[config.mk]
export PLATFORM = sky130hd
export DESIGN_NAME = hms_clock_with_serial_commands_top
export DESIGN_NICKNAME = d
export VERILOG_FILES = /design/src/rtl/core/hmsc_pkg.sv /design/src/rtl/core/hms_clock_with_serial_commands_top.sv /design/src/rtl/core/hmsc_front.sv /design/src/rtl/core/hmsc_queue.sv /design/src/rtl/core/hmsc_back.sv
export SDC_FILE = /design/constraint.sdc
export NUM_CORES = 1
export LEC_CHECK = 0
export BUFFER_PORTS_ARGS = -buffer_cell sky130_fd_sc_hd__buf_2
export CAP_MARGIN = 0
export CORE_AREA = 5 5 167 137
export DETAILED_ROUTE_END_ITERATION = 8
export DIE_AREA = 0 0 172 142
export HOLD_SLACK_MARGIN = 0.15
export PLACE_DENSITY = 0.71
export SYNTH_ARGS = -nofsm -noshare
export SYNTH_HDL_FRONTEND = slang
export SYNTH_SLANG_ARGS = --single-unit
export TNS_END_PERCENT = 100
[constraint.sdc]
create_clock -name aclk -period 4.9 [get_ports aclk]
set_input_delay 0.245 -clock aclk [delete_from_list [all_inputs] [get_ports aclk]]
set_output_delay 0.245 -clock aclk [all_outputs]
set_load 0.02 [all_outputs]
[src/rtl/core/hmsc_pkg.sv]
// Shared types, character constants and the time-advance function for the
// HH:MM:SS clock with serial commands. No dependencies.
package hmsc_pkg;

    localparam int unsigned QUEUE_DEPTH_DEF = 4;
    localparam logic [15:0] TPS_RESET       = 16'd200;

    localparam logic [7:0] CH_0   = 8'h30;
    localparam logic [7:0] CH_1   = 8'h31;
    localparam logic [7:0] CH_2   = 8'h32;
    localparam logic [7:0] CH_3   = 8'h33;
    localparam logic [7:0] CH_4   = 8'h34;
    localparam logic [7:0] CH_5   = 8'h35;
    localparam logic [7:0] CH_9   = 8'h39;
    localparam logic [7:0] CH_T   = 8'h74;
    localparam logic [7:0] CH_C   = 8'h63;
    localparam logic [7:0] CH_VT  = 8'h0B;
    localparam logic [7:0] CH_COL = 8'h3A;
    localparam logic [7:0] CH_SP  = 8'h20;

    localparam logic [2:0] SET_LAST  = 3'd5;
    localparam logic [3:0] REPLY_LAST = 4'd9;

    typedef enum logic [2:0] {
        OP_TICK,
        OP_SKIP,
        OP_ARM,
        OP_STORE,
        OP_GET,
        OP_TOGGLE,
        OP_ECHO
    } hmsc_op_t;

    typedef struct packed {
        hmsc_op_t    op;
        logic [2:0]  idx;
        logic [7:0]  data;
    } hmsc_cmd_t;

    typedef struct packed {
        logic        kind;
        logic [7:0]  rx_byte;
    } hmsc_in_t;

    typedef struct packed {
        logic        tx_valid;
        logic [7:0]  tx_byte;
        logic        last;
        logic [7:0]  hour_tens;
        logic [7:0]  hour_ones;
        logic [7:0]  minute_tens;
        logic [7:0]  minute_ones;
        logic [7:0]  second_tens;
        logic [7:0]  second_ones;
        logic        colon_shown;
        logic        led_on;
    } hmsc_out_t;

    // Entry 0 is the hours tens digit, entry 5 the seconds ones digit.
    typedef logic [0:5][7:0] hmsc_digits_t;

    function automatic hmsc_digits_t hmsc_advance(hmsc_digits_t d);
        hmsc_digits_t r;
        logic [7:0]   h1;
        logic [7:0]   h0;
        r  = d;
        h1 = d[1] + 8'd1;
        h0 = d[0] + 8'd1;
        r[5] = d[5] + 8'd1;
        if (d[5] == CH_9) begin
            r[5] = CH_0;
            r[4] = d[4] + 8'd1;
            if (d[4] == CH_5) begin
                r[4] = CH_0;
                r[3] = d[3] + 8'd1;
                if (d[3] == CH_9) begin
                    r[3] = CH_0;
                    r[2] = d[2] + 8'd1;
                    if (d[2] == CH_5) begin
                        r[2] = CH_0;
                        r[1] = h1;
                        if ((d[1] == CH_9 && d[0] != CH_2) ||
                            (h1 == CH_4 && d[0] == CH_2)) begin
                            r[1] = CH_0;
                            r[0] = (h0 == CH_3) ? CH_0 : h0;
                        end
                    end
                end
            end
        end
        return r;
    endfunction

endpackage

[src/rtl/core/hms_clock_with_serial_commands_top.sv]
// Top level of the HH:MM:SS clock with serial set/get commands.
// Depends on hmsc_pkg, hmsc_front, hmsc_queue and hmsc_back.
//
// The input channel (s_valid, s_ready, s_data), while ready, takes one
// item per cycle: a timer tick (kind 0) or a received serial byte (kind 1).
// The result channel (m_valid, m_ready, m_data) returns one result per item,
// and ten results for the time query command, the final one marked last.
// Each result also carries the six time digits, the separator state and
// the LED level as they stand after the item.
// An item's first result passes through the command queue and the result
// register before it is presented on the result channel. Single-result items
// sustain one per cycle while the receiver is ready; a time query holds the
// back end until all ten of its reply bytes have been issued.
// The front end and back end are parted by a four-entry command queue, so
// input keeps flowing while the receiver stalls until the queue fills, at
// which point s_ready drops. The result register holds its item under stall.
// cfg_wr_en with cfg_wr_data sets ticks per second; it takes effect at the
// next reload of the prescaler. Reset sets the time to 00:00:00 with colons
// shown, the LED off, and ticks per second and the prescaler to 200.
module hms_clock_with_serial_commands_top import hmsc_pkg::*; #(
    parameter int unsigned QUEUE_DEPTH = QUEUE_DEPTH_DEF
) (
    input  logic        aclk,
    input  logic        aresetn,
    input  logic        cfg_wr_en,
    input  logic [15:0] cfg_wr_data,
    input  logic        s_valid,
    output logic        s_ready,
    input  hmsc_in_t    s_data,
    output logic        m_valid,
    input  logic        m_ready,
    output hmsc_out_t   m_data
);

    logic      q_push, q_full, q_pop, q_empty;
    hmsc_cmd_t push_cmd, head_cmd;

    hmsc_front u_front (
        .aclk    (aclk),
        .aresetn (aresetn),
        .s_valid (s_valid),
        .s_ready (s_ready),
        .s_data  (s_data),
        .q_full  (q_full),
        .q_push  (q_push),
        .q_cmd   (push_cmd)
    );

    hmsc_queue #(
        .DEPTH (QUEUE_DEPTH)
    ) u_queue (
        .aclk     (aclk),
        .aresetn  (aresetn),
        .push     (q_push),
        .push_cmd (push_cmd),
        .full     (q_full),
        .pop      (q_pop),
        .empty    (q_empty),
        .head_cmd (head_cmd)
    );

    hmsc_back u_back (
        .aclk        (aclk),
        .aresetn     (aresetn),
        .cfg_wr_en   (cfg_wr_en),
        .cfg_wr_data (cfg_wr_data),
        .q_empty     (q_empty),
        .q_cmd       (head_cmd),
        .q_pop       (q_pop),
        .m_valid     (m_valid),
        .m_ready     (m_ready),
        .m_data      (m_data)
    );

    a_non_last_transmits: assert property (@(posedge aclk) disable iff (!aresetn)
        (m_valid && !m_data.last) |-> m_data.tx_valid)
        else $error("A non-final result carries no transmit byte.");

    a_idle_byte_zero: assert property (@(posedge aclk) disable iff (!aresetn)
        (m_valid && !m_data.tx_valid) |-> (m_data.tx_byte == 8'd0))
        else $error("A result without a transmit byte has a nonzero byte.");

    a_reply_continues: assert property (@(posedge aclk) disable iff (!aresetn)
        (m_valid && m_ready && !m_data.last) |=> m_valid)
        else $error("The time reply stopped before its final byte.");

endmodule

[src/rtl/core/hmsc_front.sv]
// Front end: accepts input items, tracks the digit-load mode and classifies
// each item into a command for the queue. Depends on hmsc_pkg.
module hmsc_front import hmsc_pkg::*; (
    input  logic      aclk,
    input  logic      aresetn,
    input  logic      s_valid,
    output logic      s_ready,
    input  hmsc_in_t  s_data,
    input  logic      q_full,
    output logic      q_push,
    output hmsc_cmd_t q_cmd
);

    logic       set_mode_reg, set_mode_next;
    logic [2:0] set_index_reg, set_index_next;

    assign s_ready = !q_full;
    assign q_push  = s_valid && s_ready;

    always_comb begin
        q_cmd.idx      = set_index_reg;
        q_cmd.data     = s_data.rx_byte;
        set_mode_next  = set_mode_reg;
        set_index_next = set_index_reg;
        priority if (!s_data.kind) begin
            q_cmd.op = set_mode_reg ? OP_SKIP : OP_TICK;
        end else if (set_mode_reg) begin
            q_cmd.op       = OP_STORE;
            set_index_next = set_index_reg + 3'd1;
            if (set_index_reg == SET_LAST) begin
                set_mode_next  = 1'b0;
                set_index_next = 3'd0;
            end
        end else if (s_data.rx_byte == CH_1) begin
            q_cmd.op       = OP_ARM;
            set_mode_next  = 1'b1;
            set_index_next = 3'd0;
        end else if (s_data.rx_byte == CH_2) begin
            q_cmd.op = OP_GET;
        end else if (s_data.rx_byte == CH_T) begin
            q_cmd.op = OP_TOGGLE;
        end else begin
            q_cmd.op = OP_ECHO;
        end
    end

    always_ff @(posedge aclk) begin
        if (!aresetn) begin
            set_mode_reg  <= 1'b0;
            set_index_reg <= 3'd0;
        end else if (q_push) begin
            set_mode_reg  <= set_mode_next;
            set_index_reg <= set_index_next;
        end
    end

endmodule

[src/rtl/core/hmsc_queue.sv]
// Small first-in first-out queue of classified commands between the front
// end and the back end. Depends on hmsc_pkg.
module hmsc_queue import hmsc_pkg::*; #(
    parameter int unsigned DEPTH = QUEUE_DEPTH_DEF
) (
    input  logic      aclk,
    input  logic      aresetn,
    input  logic      push,
    input  hmsc_cmd_t push_cmd,
    output logic      full,
    input  logic      pop,
    output logic      empty,
    output hmsc_cmd_t head_cmd
);

    localparam int unsigned PTR_W = (DEPTH > 1) ? $clog2(DEPTH) : 1;
    localparam int unsigned CNT_W = $clog2(DEPTH + 1);

    hmsc_cmd_t         entry_reg [DEPTH];
    logic [PTR_W-1:0]  wr_ptr_reg, rd_ptr_reg;
    logic [CNT_W-1:0]  count_reg;
    logic              do_push, do_pop;

    assign full     = (count_reg == CNT_W'(DEPTH));
    assign empty    = (count_reg == '0);
    assign do_push  = push && !full;
    assign do_pop   = pop && !empty;
    assign head_cmd = entry_reg[rd_ptr_reg];

    always_ff @(posedge aclk) begin
        if (do_push) begin
            entry_reg[wr_ptr_reg] <= push_cmd;
        end
    end

    always_ff @(posedge aclk) begin
        if (!aresetn) begin
            wr_ptr_reg <= '0;
            rd_ptr_reg <= '0;
            count_reg  <= '0;
        end else begin
            if (do_push) begin
                wr_ptr_reg <= (wr_ptr_reg == PTR_W'(DEPTH - 1)) ? '0 : wr_ptr_reg + 1'b1;
            end
            if (do_pop) begin
                rd_ptr_reg <= (rd_ptr_reg == PTR_W'(DEPTH - 1)) ? '0 : rd_ptr_reg + 1'b1;
            end
            if (do_push && !do_pop) begin
                count_reg <= count_reg + 1'b1;
            end else if (do_pop && !do_push) begin
                count_reg <= count_reg - 1'b1;
            end
        end
    end

endmodule

[src/rtl/core/hmsc_back.sv]
// Back end: holds the time, separator, LED and prescaler, carries out queued
// commands and drives the registered result channel. Depends on hmsc_pkg.
module hmsc_back import hmsc_pkg::*; (
    input  logic        aclk,
    input  logic        aresetn,
    input  logic        cfg_wr_en,
    input  logic [15:0] cfg_wr_data,
    input  logic        q_empty,
    input  hmsc_cmd_t   q_cmd,
    output logic        q_pop,
    output logic        m_valid,
    input  logic        m_ready,
    output hmsc_out_t   m_data
);

    hmsc_digits_t digits_reg, digits_next;
    logic         sep_reg, sep_next;
    logic         led_reg, led_next;
    logic [15:0]  count_reg, count_next, count_dec;
    logic [15:0]  tps_reg;
    logic [3:0]   beat_reg;
    logic         m_valid_reg;
    hmsc_out_t    m_data_reg, result;
    logic         fire;
    logic [7:0]   sep_char, reply_byte;

    assign fire    = !q_empty && (!m_valid_reg || m_ready);
    assign q_pop   = fire && (q_cmd.op != OP_GET || beat_reg == REPLY_LAST);
    assign m_valid = m_valid_reg;
    assign m_data  = m_data_reg;

    assign count_dec = count_reg - 16'd1;
    assign sep_char  = sep_reg ? CH_COL : CH_SP;

    always_comb begin
        unique case (beat_reg)
            4'd0:    reply_byte = digits_reg[0];
            4'd1:    reply_byte = digits_reg[1];
            4'd2:    reply_byte = sep_char;
            4'd3:    reply_byte = digits_reg[2];
            4'd4:    reply_byte = digits_reg[3];
            4'd5:    reply_byte = sep_char;
            4'd6:    reply_byte = digits_reg[4];
            4'd7:    reply_byte = digits_reg[5];
            4'd8:    reply_byte = CH_VT;
            default: reply_byte = CH_C;
        endcase
    end

    always_comb begin
        digits_next     = digits_reg;
        sep_next        = sep_reg;
        led_next        = led_reg;
        count_next      = count_reg;
        result.tx_valid = 1'b0;
        result.tx_byte  = 8'd0;
        result.last     = 1'b1;
        unique case (q_cmd.op)
            OP_TICK: begin
                count_next = count_dec;
                if (count_dec == 16'd0) begin
                    count_next  = tps_reg;
                    digits_next = hmsc_advance(digits_reg);
                    sep_next    = !sep_reg;
                    led_next    = !led_reg;
                end
            end
            OP_STORE: begin
                digits_next[q_cmd.idx] = q_cmd.data;
            end
            OP_GET: begin
                result.tx_valid = 1'b1;
                result.tx_byte  = reply_byte;
                result.last     = (beat_reg == REPLY_LAST);
            end
            OP_TOGGLE: begin
                led_next = !led_reg;
            end
            OP_ECHO: begin
                result.tx_valid = 1'b1;
                result.tx_byte  = q_cmd.data;
            end
            default: begin
            end
        endcase
        result.hour_tens   = digits_next[0];
        result.hour_ones   = digits_next[1];
        result.minute_tens = digits_next[2];
        result.minute_ones = digits_next[3];
        result.second_tens = digits_next[4];
        result.second_ones = digits_next[5];
        result.colon_shown = sep_next;
        result.led_on      = led_next;
    end

    always_ff @(posedge aclk) begin
        if (!aresetn) begin
            digits_reg  <= {6{CH_0}};
            sep_reg     <= 1'b1;
            led_reg     <= 1'b0;
            count_reg   <= TPS_RESET;
            tps_reg     <= TPS_RESET;
            beat_reg    <= 4'd0;
            m_valid_reg <= 1'b0;
        end else begin
            if (cfg_wr_en) begin
                tps_reg <= cfg_wr_data;
            end
            if (fire) begin
                digits_reg  <= digits_next;
                sep_reg     <= sep_next;
                led_reg     <= led_next;
                count_reg   <= count_next;
                m_valid_reg <= 1'b1;
                if (q_cmd.op == OP_GET && beat_reg != REPLY_LAST) begin
                    beat_reg <= beat_reg + 4'd1;
                end else begin
                    beat_reg <= 4'd0;
                end
            end else if (m_ready) begin
                m_valid_reg <= 1'b0;
            end
        end
    end

    always_ff @(posedge aclk) begin
        if (fire) begin
            m_data_reg <= result;
        end
    end

endmodule
==> reports/metrics.yaml, run 1 <==
status:
  outcome: "complete, no violations"
critical_path:
  cpLargestDelayFamily: "simple AND/OR/NAND/NOR gates"
  critPathMaxStageDelay_ns: 1.13
  arrival_ns: 4.37
  crit_required_ns: 5.12
  cpMaxStageDelayCell: "nor3_2"
  critPathMostFrequentCell: "a21oi_1"
  crit_path_end_kind: "flip-flop"
  critPathMaxFanout: 14
  path_cells: "or4_1 -> nor4_4 -> a41oi_1 -> nor3_2 -> a21oi_1 -> a21oi_1 -> o221ai_1"
  criticalPathCategory: "flip-flop to flip-flop"
  cp.buffers_inverters: 0
  start_kind: "flip-flop"
die:
  fp.dieW_um: 172
  rows: 48
  die_y_um: 142
  core_area_um2: 21100
  dieArea_um2: 24400
  start_util_pct: 54.3
  io_pins: 92
cells_and_area:
  synthToLayoutAreaGrowth_pct: 14.6
  multi_input_area_um2: 5540
  largest_register_ffs: 60
  nets: 1329
  num_antenna_cells: 0
  fin_util_pct: 62.3
  fill_cells: 1748
  register_area_um2: 5490
  final_layout_size_suffix_gt1_share_pct: 14.9
drt:
  routedWlPerCell_um: 21.2
  vias: 10200
  dr.pass1.iters: 7
  wl_um: 33200
  viasPerCell: 6.51
  ant_nets: 0
  first_iter_violations: 1144
  drc: 0
timing:
  fmax_ghz: 0.241
  setup_viol: 0
  timing.final.crit_period_ns: 4.15
  hold_viol: 0
  slew_viol_final: 0
  rsz0062_at_grt: "false"
  whs_ns: 0.172
  worstMarginPinSlew_ns: 1.19
  slew-limit-headroom_pct: 19.9
  finClkSkew_ns: 0.0199
  post-route-period-util_pct: 84.6
  finalSetupTns_ns: 0
global_routing:
  antenna_found_initial: 0
  grt_usage_pct: 26.6
  grt_pass1_vias: 9335
  grt_max_degree: 56
  overflow: 0
  grt_pass1_wl_um: 52000
synthesis:
  netlist_area_um2: 11500
  ys_async_sr_fraction_pct: 0
  synth_top_area_share_pct: 30.3
  synth_warnings: 0
  netlist_top_cells_count: "nand2_1, edfxtp_1, dfxtp_1"
  ys_ff_latch: 216
  ys_types: 86
  yosysMostFrequentCell: "nand2_1"
  syn_area_per_cell_um2: 9.67
  synth_top_area_cell: "edfxtp_1"
  seq_area_frac_synth_pct: 47.8
  netlist_instances: 1188
  ys.flop_type: "edfxtp_1"
  ys_top_cells_by_area: "edfxtp_1, dfxtp_1, nand2_1"
  syn-num-nets: 1244
  synth_edf_count: 116
cts:
  postCtsSetupBuffers: 0
  cts.sinks: 216
  clkTransAtPathRegs_ns: 0.06
  cts_buffers: 23
  htreeDepth: 1
  tritoncts: "built"
  cts_hold_buf: 26
  clk_path_buf_depth: 3
  cts-root-buf: "clkbuf_16"
  cts_resized: 0
  clk_latency_ns: 0.52
power:
  p_sw_mw: 2.60
  p_sw_share_pct: 38.4
  p_leak_nw: 4.79
  power_frac_clock_pct: 26.2
  p_seq_share_pct: 39.1
  power.density_nw_per_um2: 514
  pwr-share-comb_pct: 34.8
  p_int_mw: 4.17
  peakVddDrop_mv: 0.371
placed_design:
  gp_congestion: 0.949
  numPortBuffers: 91
  hpwl_um: 22400
flow_run:
  drv_cap: 0
hold_path:
  hold_class: "input port to flip-flop"
-- kinds of logic (layout without fill, tap and decap cells) --
logic type,after synthesis,after routing,share of synthesized area (%)
AND/OR/NAND/NOR,439,439,19.6
XOR/XNOR,16,16,1.22
multiplexers,38,38,4.85
buffers and inverters,117,218,4.07
flip-flops,216,216,47.8
adder cells (fa/ha/maj),26,26,2.90
AO/OA/AOI/OAI,336,336,19.6
-- through the flow --
step | setup WS (ns) | total power, mW | instance area (um^2) | instances
floorplan | 1.59 | 4.18 | 11500 | 1188
global placement | 0.988 | 4.93 | 12100 | 1497
detailed placement | 0.847 | 4.97 | 12100 | 1497
CTS | 0.841 | 6.76 | 13200 | 1564
global route | 0.505 | 7.06 | 13200 | 1564
finish | 0.754 | 6.76 | 13200 | 1564
-- worst paths after layout --
| path | from | to | slack (ns) | cells after the start |
|---|---|---|---|---|
| setup / recovery | u_back.count_reg[0] | u_back.m_data[20] | 0.75 | 7 |
| hold / removal | s_data[8] | u_queue.entry_reg[0][13] | 0.17 | 2 |
| setup reg to reg | u_back.count_reg[0] | u_back.m_data[20] | 0.75 | 7 |
| hold reg to reg | u_back.m_valid | u_back.m_valid | 0.47 | 2 |
-- layer usage --
metal  share of wire, %  track usage, %  routed length, um
met5                  0               0                  0
met4                2.8            6.87                912
met3                 10            4.47               3430
met2                 45            41.8              14900
met1                 42            38.7              13900
-- area by class of cell --
| cell class | instances | area share [%] |
|---|---|---|
| multi-input combinational | 855 | 42.1 |
| sequential | 216 | 41.7 |
| timing repair buffer | 140 | 6.75 |
| clock buffer | 30 | 4.72 |
| tap | 275 | 2.61 |
| clock inverter | 11 | 1.07 |
| inverter | 37 | 1.06 |
-- power groups by stage --
stage / clock (mW) / combinational (mW) / sequential (mW)
2_1_floorplan: 0 / 1.29 / 2.89
3_5_place_dp: 0 / 2.30 / 2.67
4_1_cts: 1.80 / 2.32 / 2.64
5_1_grt: 1.86 / 2.52 / 2.68
6_report: 1.77 / 2.35 / 2.64
3_3_place_gp: 0 / 2.27 / 2.66
-- placed cells by master (no fill, tap or decap), types with 26 or more instances in the layout --
cell type / synthesis / layout
a21oi_1: 77 / 77
buf_2: 11 / 91
dfxtp_1: 100 / 100
dlygate4sd3_1: 0 / 26
edfxtp_1: 116 / 116
inv_1: 37 / 35
nand2_1: 125 / 125
nand3_1: 47 / 47
nor2_1: 89 / 88
nor3_1: 41 / 41
o21ai_0: 75 / 75
No activity file was read; power rests on OpenSTA's default activity.
==> run 2, diff against run 1 <==
--- a/config.mk
+++ b/config.mk
@@ -7,11 +7,11 @@
 export LEC_CHECK = 0
 export BUFFER_PORTS_ARGS = -buffer_cell sky130_fd_sc_hd__buf_2
 export CAP_MARGIN = 0
-export CORE_AREA = 5 5 167 137
+export CORE_AREA = 5 5 168 138
 export DETAILED_ROUTE_END_ITERATION = 8
-export DIE_AREA = 0 0 172 142
+export DIE_AREA = 0 0 173 143
 export HOLD_SLACK_MARGIN = 0.15
-export PLACE_DENSITY = 0.71
+export PLACE_DENSITY = 0.73
 export SYNTH_ARGS = -nofsm -noshare
 export SYNTH_HDL_FRONTEND = slang
 export SYNTH_SLANG_ARGS = --single-unit
==> constraint.sdc (replaced) <==
create_clock -name aclk -period 3.47 [get_ports aclk]
set_input_delay 0.1735 -clock aclk [delete_from_list [all_inputs] [get_ports aclk]]
set_output_delay 0.1735 -clock aclk [all_outputs]
set_load 0.02 [all_outputs]
==> run 2 against run 1 <==
Final cell count up 3.0%. Combinational power rose by 49%. Register-to-register slack got worse by 0.60 ns. Critical path type unchanged. Fmax increased by 25%. Die area rose by 1.3%. Clock power is 42% higher. Final area rose by 3.2%. Largest cell class unchanged. Global-route usage fell by 0.40 points. Sequential power increased by 40%. Worst setup slack worse by 0.60 ns.
==> reports/metrics.yaml, run 2 (synthesized netlist as in run 1, its figures left out) <==
drt:
  dr.pass1.iters: 7  # unchanged
  ant_nets: 0  # unchanged
  wl_um: 33500  # was 33200 um
  first_iter_violations: 1149  # was 1144
  drc: 0  # unchanged
  vias: 10300  # was 10200
  routedWlPerCell_um: 20.8  # was 21.2 um
  viasPerCell: 6.41  # was 6.51
cts:
  cts-root-buf: "clkbuf_16"  # unchanged
  cts.sinks: 216  # unchanged
  clkTransAtPathRegs_ns: 0.06  # about the same
  tritoncts: "built"  # unchanged
  clk_path_buf_depth: 3  # unchanged
  htreeDepth: 1  # unchanged
  cts_buffers: 23  # unchanged
  clk_latency_ns: 0.52  # about the same
critical_path:
  crit_required_ns: 3.73  # was 5.12 ns
  criticalPathCategory: "flip-flop to flip-flop"  # unchanged
  critPathMostFrequentCell: "o32a_1"  # was a21oi_1
  cpMaxStageDelayCell: "or3_4"  # was nor3_2
  arrival_ns: 3.57  # was 4.37 ns
  crit_path_end_kind: "flip-flop"  # unchanged
  start_kind: "flip-flop"  # unchanged
  path_cells: "inv_1 -> ha_1 -> or3b_4 -> o32a_1 -> o32a_1 -> nand4b_1 -> or3_4 -> buf_12 -> or2_2 -> o211ai_1 -> nand2_1"  # was or4_1 -> nor4_4 -> a41oi_1 -> nor3_2 -> a21oi_1 -> a21oi_1 -> o221ai_1
  critPathMaxFanout: 13  # was 14
  critPathMaxStageDelay_ns: 0.48  # was 1.13 ns
global_routing:
  grt_max_degree: 58  # was 56
  grt_pass1_vias: 9491  # was 9335
  grt_pass1_wl_um: 52300  # was 52000 um
  antenna_found_initial: 0  # unchanged
  overflow: 0  # unchanged
  grt_usage_pct: 26.2  # was 26.6%
placed_design:
  dpl.cell_count: 1542  # was 1497
  gp_congestion: 0.931  # was 0.949
  preCtsSetupSlack_ns: 0.0906  # was 0.847 ns
  numPortBuffers: 91  # unchanged
  placedInstanceArea_um2: 12500  # was 12100 um^2
  hpwl_um: 22800  # was 22400 um
timing:
  timing.final.crit_period_ns: 3.32  # was 4.15 ns
  whs_ns: 0.175  # was 0.172 ns
  setup_viol: 0  # unchanged
  slew_viol_final: 0  # unchanged
  finClkSkew_ns: 0.0172  # was 0.0199 ns
  slew-limit-headroom_pct: 41.7  # was 19.9%
  worstMarginPinSlew_ns: 0.875  # was 1.19 ns
  hold_viol: 0  # unchanged
  fmax_ghz: 0.302  # was 0.241 GHz
  worst_slack_ns: 0.154  # was 0.754 ns
  post-route-period-util_pct: 95.6  # was 84.6%
die:
  fp.dieW_um: 173  # was 172 um
  start_util_pct: 54.0  # was 54.3%
  core_area_um2: 21300  # was 21100 um^2
  dieArea_um2: 24700  # was 24400 um^2
  io_pins: 92  # unchanged
  rows: 48  # unchanged
  die_y_um: 143  # was 142 um
flow_run:
  drv_cap: 0  # unchanged
hold_path:
  hold_class: "input port to flip-flop"  # unchanged
cells_and_area:
  num_antenna_cells: 0  # unchanged
  synthToLayoutAreaGrowth_pct: 18.3  # was 14.6%
  final_layout_size_suffix_gt1_share_pct: 18.4  # was 14.9%
  fin_cells: 1611  # was 1564
  largest_register_ffs: 60  # unchanged
  layout_commonest_cell: "nand2_1"  # unchanged
  layout_common_cells: "nand2_1, edfxtp_1, dfxtp_1"  # unchanged
  nets: 1376  # was 1329
  fin_area_um2: 13600  # was 13200 um^2
power:
  power.density_nw_per_um2: 713  # was 514 nW/um^2
  p_leak_nw: 5.07  # was 4.79 nW
  peakVddDrop_mv: 0.433  # was 0.371 mV
status:
  outcome: "complete, no violations"  # unchanged
[run 2: final timing paths]
kind,start,to,slack [ns],cells past startpoint
worst min register to register,u_back.tps_reg[9],u_back.count_reg[9],0.46,2
worst min-delay path,cfg_wr_en,u_back.tps_reg[6],0.18,3
worst max-delay path,u_back.count_reg[1],u_back.m_data[16],0.15,11
worst max register to register,u_back.count_reg[1],u_back.m_data[16],0.15,11
[run 2: where the power goes]
part / total (mW) / leakage, nW / internal, mW / switching (mW)
combinational: 3.49 / 2.80 / 1.12 / 2.37
clock: 2.51 / 0.378 / 1.49 / 1.03
sequential: 3.69 / 1.90 / 3.37 / 0.320
total: 9.69 / 5.07 / 5.97 / 3.72
[run 2: cell type report]
cell class | instances | area [um^2]
Inverter | 37 | 140
Timing Repair Buffer | 187 | 1280
Sequential cell | 216 | 5490
Clock inverter | 15 | 161
Multi-Input combinational cell | 855 | 5560
Fill cell | 1733 | 7680
Tap cell | 275 | 344
Clock buffer | 26 | 607
[run 2: what timing repair did]
action	4_1_cts	5_1_grt
buffers inserted	0	1
endpoints found under the setup margin	0	26
endpoints found under the hold margin	63	0
hold buffers	27	0
resized for setup	0	9
[run 2: per-layer routing]
layer / part of all wire (%) / global-route usage, % / vias up
li1: - / - / 4781
met5: 0 / 0 / -
met4: 3.3 / 8.44 / 0
met2: 45 / 42.2 / 567
met1: 42 / 36.3 / 4905
met3: 10 / 4.90 / 81
[run 2: per-stage QoR]
stage / utilization, % / setup TNS (ns) / total power [mW]
after floorplan: - / 0 / 5.90
after global placement: 58.9 / 0 / 7.08
after detailed placement: 58.9 / 0 / 7.14
after CTS: 63.7 / 0 / 9.68
after global routing: 63.9 / -0.0109 / 10.1
final: 63.9 / 0 / 9.69
[run 2: critical path: cells and delay by family (launching register included)]
family / cells / cell delay [ns]
flops: 1 / 0.34
simple gates: 5 / 1.57
compound gates: 3 / 0.76
buf+inv: 2 / 0.24
fa+ha+maj: 1 / 0.16
